`config.mk`:
```
export PLATFORM = sky130hd
export DESIGN_NAME = utf8_to_utf16_transcoder
export DESIGN_NICKNAME = d
export VERILOG_FILES = /design/src/hw/rtl/u8u16_pkg.sv /design/src/hw/rtl/utf8_to_utf16_transcoder.sv /design/src/hw/rtl/u8u16_decoder.sv /design/src/hw/rtl/u8u16_out_stage.sv
export SDC_FILE = /design/constraint.sdc
export NUM_CORES = 1
export LEC_CHECK = 0
export BUFFER_PORTS_ARGS = -buffer_cell sky130_fd_sc_hd__clkbuf_2
export CORE_MARGIN = 4
export CORE_UTILIZATION = 58
export DETAILED_ROUTE_END_ITERATION = 10
export PLACE_DENSITY = 0.88
export RECOVER_POWER = 50
export SYNTH_ARGS = -nofsm -noshare
export SYNTH_HDL_FRONTEND = slang
export SYNTH_SLANG_ARGS = --single-unit
```
`constraint.sdc`:
```
create_clock -name clk -period 2.68 [get_ports clk]
set_input_delay 0.804 -clock clk [delete_from_list [all_inputs] [get_ports clk]]
set_output_delay 0.804 -clock clk [all_outputs]
set_load 0.005 [all_outputs]
```
`src/hw/rtl/u8u16_pkg.sv`:
```
// Shared types and constants for the UTF-8 to UTF-16 transcoder.
// No dependencies.
package u8u16_pkg;

    typedef enum logic [1:0] {
        PHASE_IDLE    = 2'd0,
        PHASE_COLLECT = 2'd1,
        PHASE_SKIP    = 2'd2
    } phase_t;

    localparam int unsigned CP_W = 21;

    localparam logic [15:0]     UNIT_REPLACEMENT = 16'hfffd;
    localparam logic [15:0]     UNIT_HI_SURR     = 16'hd800;
    localparam logic [15:0]     UNIT_LO_SURR     = 16'hdc00;
    localparam logic [CP_W-1:0] CP_SURR_LO       = 21'h00d800;
    localparam logic [CP_W-1:0] CP_SURR_HI       = 21'h00e000;
    localparam logic [CP_W-1:0] CP_SUPP          = 21'h010000;
    localparam logic [CP_W-1:0] CP_LIMIT         = 21'h110000;

    // units produced by one byte: count is 0, 1 or 2
    typedef struct packed {
        logic [1:0]  count;
        logic [15:0] unit0;
        logic [15:0] unit1;
    } dec_result_t;

endpackage

```
`src/hw/rtl/utf8_to_utf16_transcoder.sv`:
```
// UTF-8 to UTF-16 transcoder, top level: input register, decoder, result stage.
// Depends on u8u16_pkg, u8u16_decoder, u8u16_out_stage.
//
// Input channel: one UTF-8 byte per item (text_byte), buffer_end marks the
// last byte of a buffer. Output channel: one UTF-16 code unit per item
// (utf16_unit); run_last marks the final unit caused by one input byte.
// Both channels use valid/stall; an item moves when valid is high and
// stall is low.
// A byte accepted into the input register is decoded combinationally and
// loaded into the result register, from which its first unit can be taken.
// Throughput: one byte per cycle while the result register can load. A byte
// that yields a surrogate pair holds the result register until both units are
// taken; a byte that yields no unit passes through without an output item.
// Reset clears the decode state and the valid flags of the input register and result stage.
// When the receiver stalls, the current unit holds, the input register
// fills and in_stall rises; the decode state advances only as bytes move
// into the result register.
module utf8_to_utf16_transcoder (
    input  logic        clk,
    input  logic        rst_n,
    input  logic        in_valid,
    output logic        in_stall,
    input  logic [7:0]  text_byte,
    input  logic        buffer_end,
    output logic        out_valid,
    input  logic        out_stall,
    output logic [15:0] utf16_unit,
    output logic        run_last
);
    import u8u16_pkg::*;

    logic        hold_valid_reg;
    logic [7:0]  byte_reg;
    logic        end_reg;
    logic        can_load;
    logic        advance;
    dec_result_t result;

    assign advance  = hold_valid_reg && can_load;
    assign in_stall = hold_valid_reg && !can_load;

    always_ff @(posedge clk or negedge rst_n)
    begin
        if (!rst_n)
        begin
            hold_valid_reg <= 1'b0;
        end
        else if (!in_stall)
        begin
            hold_valid_reg <= in_valid;
        end
    end

    always_ff @(posedge clk)
    begin
        if (in_valid && !in_stall)
        begin
            byte_reg <= text_byte;
            end_reg  <= buffer_end;
        end
    end

    u8u16_decoder u_decoder (
        .clk        (clk),
        .rst_n      (rst_n),
        .fire       (advance),
        .text_byte  (byte_reg),
        .buffer_end (end_reg),
        .result     (result)
    );

    u8u16_out_stage u_out (
        .clk        (clk),
        .rst_n      (rst_n),
        .load       (advance),
        .result     (result),
        .can_load   (can_load),
        .out_valid  (out_valid),
        .out_stall  (out_stall),
        .utf16_unit (utf16_unit),
        .run_last   (run_last)
    );

endmodule

```
`src/hw/rtl/u8u16_decoder.sv`:
```
// Decode state and per-byte decode logic; yields up to two UTF-16 units per item.
// Depends on u8u16_pkg.
module u8u16_decoder (
    input  logic                   clk,
    input  logic                   rst_n,
    input  logic                   fire,
    input  logic [7:0]             text_byte,
    input  logic                   buffer_end,
    output u8u16_pkg::dec_result_t result
);
    import u8u16_pkg::*;

    phase_t           phase_reg, phase_next;
    logic [1:0]       remain_reg, remain_next;
    logic [CP_W-1:0]  acc_reg, acc_next;
    logic             stopped_reg, stopped_next;

    logic             cont;
    logic [CP_W-1:0]  acc_shift;
    logic [CP_W-1:0]  cp_off;

    assign cont      = (text_byte[7:6] == 2'b10);
    assign acc_shift = {acc_reg[CP_W-7:0], text_byte[5:0]};
    assign cp_off    = acc_shift - CP_SUPP;

    always_comb
    begin
        phase_next   = phase_reg;
        remain_next  = remain_reg;
        acc_next     = acc_reg;
        stopped_next = stopped_reg;
        result.count = 2'd0;
        result.unit0 = UNIT_REPLACEMENT;
        result.unit1 = UNIT_REPLACEMENT;

        if (!stopped_reg)
        begin
            if (phase_reg == PHASE_COLLECT)
            begin
                if (cont)
                begin
                    acc_next    = acc_shift;
                    remain_next = remain_reg - 2'd1;
                    if (remain_reg == 2'd1)
                    begin
                        phase_next = PHASE_IDLE;
                        if (acc_shift == '0)
                        begin
                            result.count = 2'd0;
                        end
                        else if (acc_shift >= CP_SURR_LO && acc_shift < CP_SURR_HI)
                        begin
                            result.count = 2'd1;
                        end
                        else if (acc_shift < CP_SUPP)
                        begin
                            result.count = 2'd1;
                            result.unit0 = acc_shift[15:0];
                        end
                        else if (acc_shift < CP_LIMIT)
                        begin
                            result.count = 2'd2;
                            result.unit0 = UNIT_HI_SURR | {6'd0, cp_off[19:10]};
                            result.unit1 = UNIT_LO_SURR | {6'd0, cp_off[9:0]};
                        end
                        else
                        begin
                            result.count = 2'd1;
                        end
                    end
                end
                else
                begin
                    phase_next   = PHASE_IDLE;
                    remain_next  = 2'd0;
                    result.count = 2'd1;
                end
            end
            else if (phase_reg == PHASE_SKIP && cont)
            begin
                // swallowed
            end
            else
            begin
                phase_next  = PHASE_IDLE;
                remain_next = 2'd0;
                if (text_byte == 8'd0)
                begin
                    stopped_next = 1'b1;
                end
                else if (!text_byte[7])
                begin
                    result.count = 2'd1;
                    result.unit0 = {8'd0, text_byte};
                end
                else if (text_byte[7:5] == 3'b110)
                begin
                    acc_next    = {16'd0, text_byte[4:0]};
                    remain_next = 2'd1;
                    phase_next  = PHASE_COLLECT;
                end
                else if (text_byte[7:4] == 4'b1110)
                begin
                    acc_next    = {17'd0, text_byte[3:0]};
                    remain_next = 2'd2;
                    phase_next  = PHASE_COLLECT;
                end
                else if (text_byte[7:3] == 5'b11110)
                begin
                    acc_next    = {18'd0, text_byte[2:0]};
                    remain_next = 2'd3;
                    phase_next  = PHASE_COLLECT;
                end
                else
                begin
                    result.count = 2'd1;
                    phase_next   = PHASE_SKIP;
                end
            end
        end

        if (buffer_end)
        begin
            // truncated sequence: no unit was produced on this path
            if (!stopped_next && phase_next == PHASE_COLLECT)
            begin
                result.count = 2'd1;
                result.unit0 = UNIT_REPLACEMENT;
            end
            phase_next   = PHASE_IDLE;
            remain_next  = 2'd0;
            acc_next     = '0;
            stopped_next = 1'b0;
        end
    end

    always_ff @(posedge clk or negedge rst_n)
    begin
        if (!rst_n)
        begin
            phase_reg   <= PHASE_IDLE;
            remain_reg  <= 2'd0;
            acc_reg     <= '0;
            stopped_reg <= 1'b0;
        end
        else if (fire)
        begin
            phase_reg   <= phase_next;
            remain_reg  <= remain_next;
            acc_reg     <= acc_next;
            stopped_reg <= stopped_next;
        end
    end

    a_count_range: assert property (@(posedge clk) disable iff (!rst_n)
        fire |-> result.count != 2'd3)
        else $error("decoder produced more than two units");

    a_end_clears: assert property (@(posedge clk) disable iff (!rst_n)
        fire && buffer_end |=> phase_reg == PHASE_IDLE && !stopped_reg && remain_reg == 2'd0)
        else $error("state not cleared after buffer end");

    a_stopped_silent: assert property (@(posedge clk) disable iff (!rst_n)
        fire && stopped_reg && !buffer_end |-> result.count == 2'd0)
        else $error("output while string stopped");

    a_collect_remain: assert property (@(posedge clk) disable iff (!rst_n)
        phase_reg == PHASE_COLLECT |-> remain_reg != 2'd0)
        else $error("collecting with no bytes remaining");

endmodule

```
`src/hw/rtl/u8u16_out_stage.sv`:
```
// Result register holding up to two units; presents them one per cycle while out_stall is low.
// Depends on u8u16_pkg.
module u8u16_out_stage (
    input  logic                   clk,
    input  logic                   rst_n,
    input  logic                   load,
    input  u8u16_pkg::dec_result_t result,
    output logic                   can_load,
    output logic                   out_valid,
    input  logic                   out_stall,
    output logic [15:0]            utf16_unit,
    output logic                   run_last
);
    import u8u16_pkg::*;

    logic        valid_reg;
    logic        two_reg;
    logic        idx_reg;
    logic [15:0] unit0_reg;
    logic [15:0] unit1_reg;
    logic        pop;

    assign out_valid  = valid_reg;
    assign utf16_unit = idx_reg ? unit1_reg : unit0_reg;
    assign run_last   = idx_reg || !two_reg;
    assign pop        = valid_reg && !out_stall;
    assign can_load   = !valid_reg || (pop && run_last);

    always_ff @(posedge clk or negedge rst_n)
    begin
        if (!rst_n)
        begin
            valid_reg <= 1'b0;
            two_reg   <= 1'b0;
            idx_reg   <= 1'b0;
        end
        else if (load)
        begin
            valid_reg <= (result.count != 2'd0);
            two_reg   <= (result.count == 2'd2);
            idx_reg   <= 1'b0;
        end
        else if (pop)
        begin
            if (run_last)
            begin
                valid_reg <= 1'b0;
                idx_reg   <= 1'b0;
            end
            else
            begin
                idx_reg <= 1'b1;
            end
        end
    end

    always_ff @(posedge clk)
    begin
        if (load)
        begin
            unit0_reg <= result.unit0;
            unit1_reg <= result.unit1;
        end
    end

    a_idx_needs_two: assert property (@(posedge clk) disable iff (!rst_n)
        valid_reg && idx_reg |-> two_reg)
        else $error("second unit shown for a single-unit item");

    a_load_when_free: assert property (@(posedge clk) disable iff (!rst_n)
        load |-> can_load)
        else $error("result register overwritten");

endmodule

```
==> results.yml <==
sta:
  relSlewSlack_pct: 12.25
  rsz0062_at_grt: "false"
  skew_ns: 0.008178
  finalSetupViolCount: 0
  hold_ws_ns: 0.4925
  slew_violations: 0
  finalCritPeriodShare_pct: 93.70
  setup_tns_ns: 0
  min_period_ns: 2.511
  hold_viol_final: 0
  tightestPinTransition_ns: 1.316
  fmax_ghz: 0.3982
setup_path:
  worstSetupPathType: "input pin to output pin"
  timing.rr.end: "u_decoder.acc_reg[0]$_DFFE_PN0P_"
  slowest_stage: "o21ai_0"
  reg2reg_from: "u_decoder.phase_reg[1]$_DFFE_PN0P_"
  cpMostUsedCell: "inv_1"
  crit_fanout: 3
  crit_start: "out_stall"
  crit_chain: "clkbuf_1 > o21ai_0 > buf_4 > inv_1 > nand2_1 > inv_1 > clkbuf_2"
  max_stage_delay_ns: 0.35
  endpoint: "in_stall"
  r2r_cells: 5
  cp.arrival_ns: 1.71
  cp.required_ns: 1.88
  end_kind: "output pin"
  r2r_slack_ns: 0.26
  cp-start-kind: "input pin"
yosys:
  ys_seq_elements: 60
  synthDominantCellAreaShare_pct: 36.09
  syn_area_um2: 2995
  synthTopCellsByArea: "edfxtp_1, dfrtp_1, mux2_2, a22o_1, inv_1"
  seq_area_frac_synth_pct: 56.14
  yosysWarnings: 0
  async_reset_ff_share_pct: 40.00
  synth_edf_count: 36
  syn_nets: 277
  yosys.area.top_type: "edfxtp_1"
  syn_inst: 261
  synth_area_per_cell_um2: 11.48
  synth_ff_type: "edfxtp_1"
  synth_cell_types: 53
placed_design:
  placed_cells: 359
  portBuffers: 31
  dp_hpwl_mm: 4.515
  place_area_um2: 3271
  finalWeightedCongestion: 0.9379
route:
  drtPass1Iterations: 5
  vias_per_cell: 5.965
  m1WireLength_mm: 2.709
  remaining_drc_errors: 0
  drt-initial-drc-count: 173
  avgRoutedWirePerCell_um: 16.78
  top_layer: "met4"
  met2_length_mm: 2.922
  drtAntennaViolNets: 0
  num_vias: 2237
  met3_length_um: 501
  drt-total-wl_mm: 6.291
finish:
  n_fill_cell: 351
  largest_register_ffs: 16
  mostFrequentLayoutCells: "edfxtp_1, clkbuf_2, dfrtp_1"
  syn_to_final_growth_pct: 14.70
  drive_above_1_share_pct: 27.92
  final_nets: 319
  fin_cells: 375
  postLayoutCellArea_um2: 3436
  multi_input_area_um2: 1184
  n_antenna_cell: 0
  regArea_um2: 1682
  final_common_cell: "edfxtp_1"
cts:
  cts_made_buffers: 9
  post_cts_resize_count: 0
  postCtsSetupBuffers: 0
  cts_buffer_depth: 2
  postCtsHoldBufs: 0
  cts-root-buf: "clkbuf_8"
  clock_sinks: 60
  insertion_delay_ns: 0.33
  htree_levels: 3
  tritoncts: "built"
  path_clk_slew_ns: 0.06
worst_hold_path:
  hp-class: "flip-flop to flip-flop"
  hp-start: "u_decoder.remain_reg[1]$_DFFE_PN0P_"
grt:
  track_usage_pct: 21.63
  grt_pass1_wl_mm: 10.44
  grt_max_degree: 28
  grt_pass1_vias: 2135
  antenna_found_initial: 0
  overflow: 0
floorplanning:
  coreArea_um2: 4848
  die_width_um: 79.87
  initial_core_util_pct: 61.78
  ioPinCount: 32
  num_rows: 25
  fp.dieArea_um2: 6378
  die_h_um: 79.87
pwr:
  total_power_mw: 2.364
  power_density_nw_per_um2: 688.2
  power.leakage_nw: 1.351
  vdd_drop_max_mv: 0.4720
run:
  cap_violations: 0
run_status:
  status: "completed"
## per-layer routing
layer  vias to the layer above  track usage [%]
met2                       113            33.89
met1                      1048            29.26
met4                         0            10.64
li1                       1059                -
met5                         -                0
met3                        17            3.499
## cells by family (layout without fill, tap and decap cells)
kind of cell / after synthesis / after routing / synth area share, %
buf+inv: 30 / 77 / 4.344
mux: 18 / 18 / 6.683
flops: 60 / 60 / 56.14
compound gates: 62 / 62 / 14.95
simple gates: 87 / 87 / 16.33
fa+ha+maj: 3 / 3 / 1.253
xor+xnor: 1 / 1 / 0.2925
## through the flow
step	worst slack (ns)	utilization (%)
finish	0.1688	70.86
global placement	0.3316	67.46
detailed placement	0.2926	67.46
global route	0.09495	70.86
floorplan	0.4518	-
CTS	0.2663	71.33
## critical path, delay by kind of cell
family,cells,cell delay (ns)
buffers and inverters,5,0.46
AO/OA/AOI/OAI,1,0.35
AND/OR/NAND/NOR,1,0.09
## worst min path at each step
| stage | endpoint | slack (ns) | cells past startpoint |
|---|---|---|---|
| finish | u_decoder.remain_reg[1]$_DFFE_PN0P_ | 0.49 | 2 |
| global route | u_decoder.remain_reg[1]$_DFFE_PN0P_ | 0.51 | 2 |
| CTS | u_out.two_reg$_DFFE_PN0P_ | 0.49 | 1 |
| detailed placement | u_out.two_reg$_DFFE_PN0P_ | 0.48 | 2 |
| global placement | u_decoder.remain_reg[1]$_DFFE_PN0P_ | 0.47 | 2 |
| floorplan | u_out.two_reg$_DFFE_PN0P_ | 0.45 | 2 |
## synth_stat cells, types with 2 or more instances
cell type  instances
o21ai_0            8
inv_1             19
buf_2              2
or2_1              2
buf_6              2
nand2b_1           7
nor2b_1            4
mux2_2            16
o211ai_1           2
edfxtp_1          36
a21oi_1            7
nand3_1            5
o22a_1             5
clkbuf_1           7
o21ai_1            2
dfrtp_1           24
nand2_1           17
ha_1               3
o22ai_1            3
o31ai_1            3
or2_2             11
o41ai_1            2
a22oi_1            2
nor4b_1            2
a31o_2             2
a31oi_1            9
nor4_1             3
nand2_2            2
nor2_1            12
nor3_1             8
mux2i_1            2
or4_4              2
a22o_1             9
and3_1             2
## power breakdown
group	internal (mW)	switching (mW)	total (mW)	leakage [nW]
registers	1.10	0.0806	1.18	0.634
clock network	0.451	0.322	0.773	0.0951
logic	0.180	0.236	0.415	0.622
total	1.73	0.638	2.36	1.35
## final cells by class
type / instances / area share (%)
inverter: 19 / 2.076
multi-input combinational: 171 / 34.45
clock inverter: 3 / 1.129
timing repair buffer: 42 / 6.628
clock buffer: 13 / 4.334
tap: 67 / 2.440
sequential: 60 / 48.94
No activity file was read; power rests on OpenSTA's default activity.
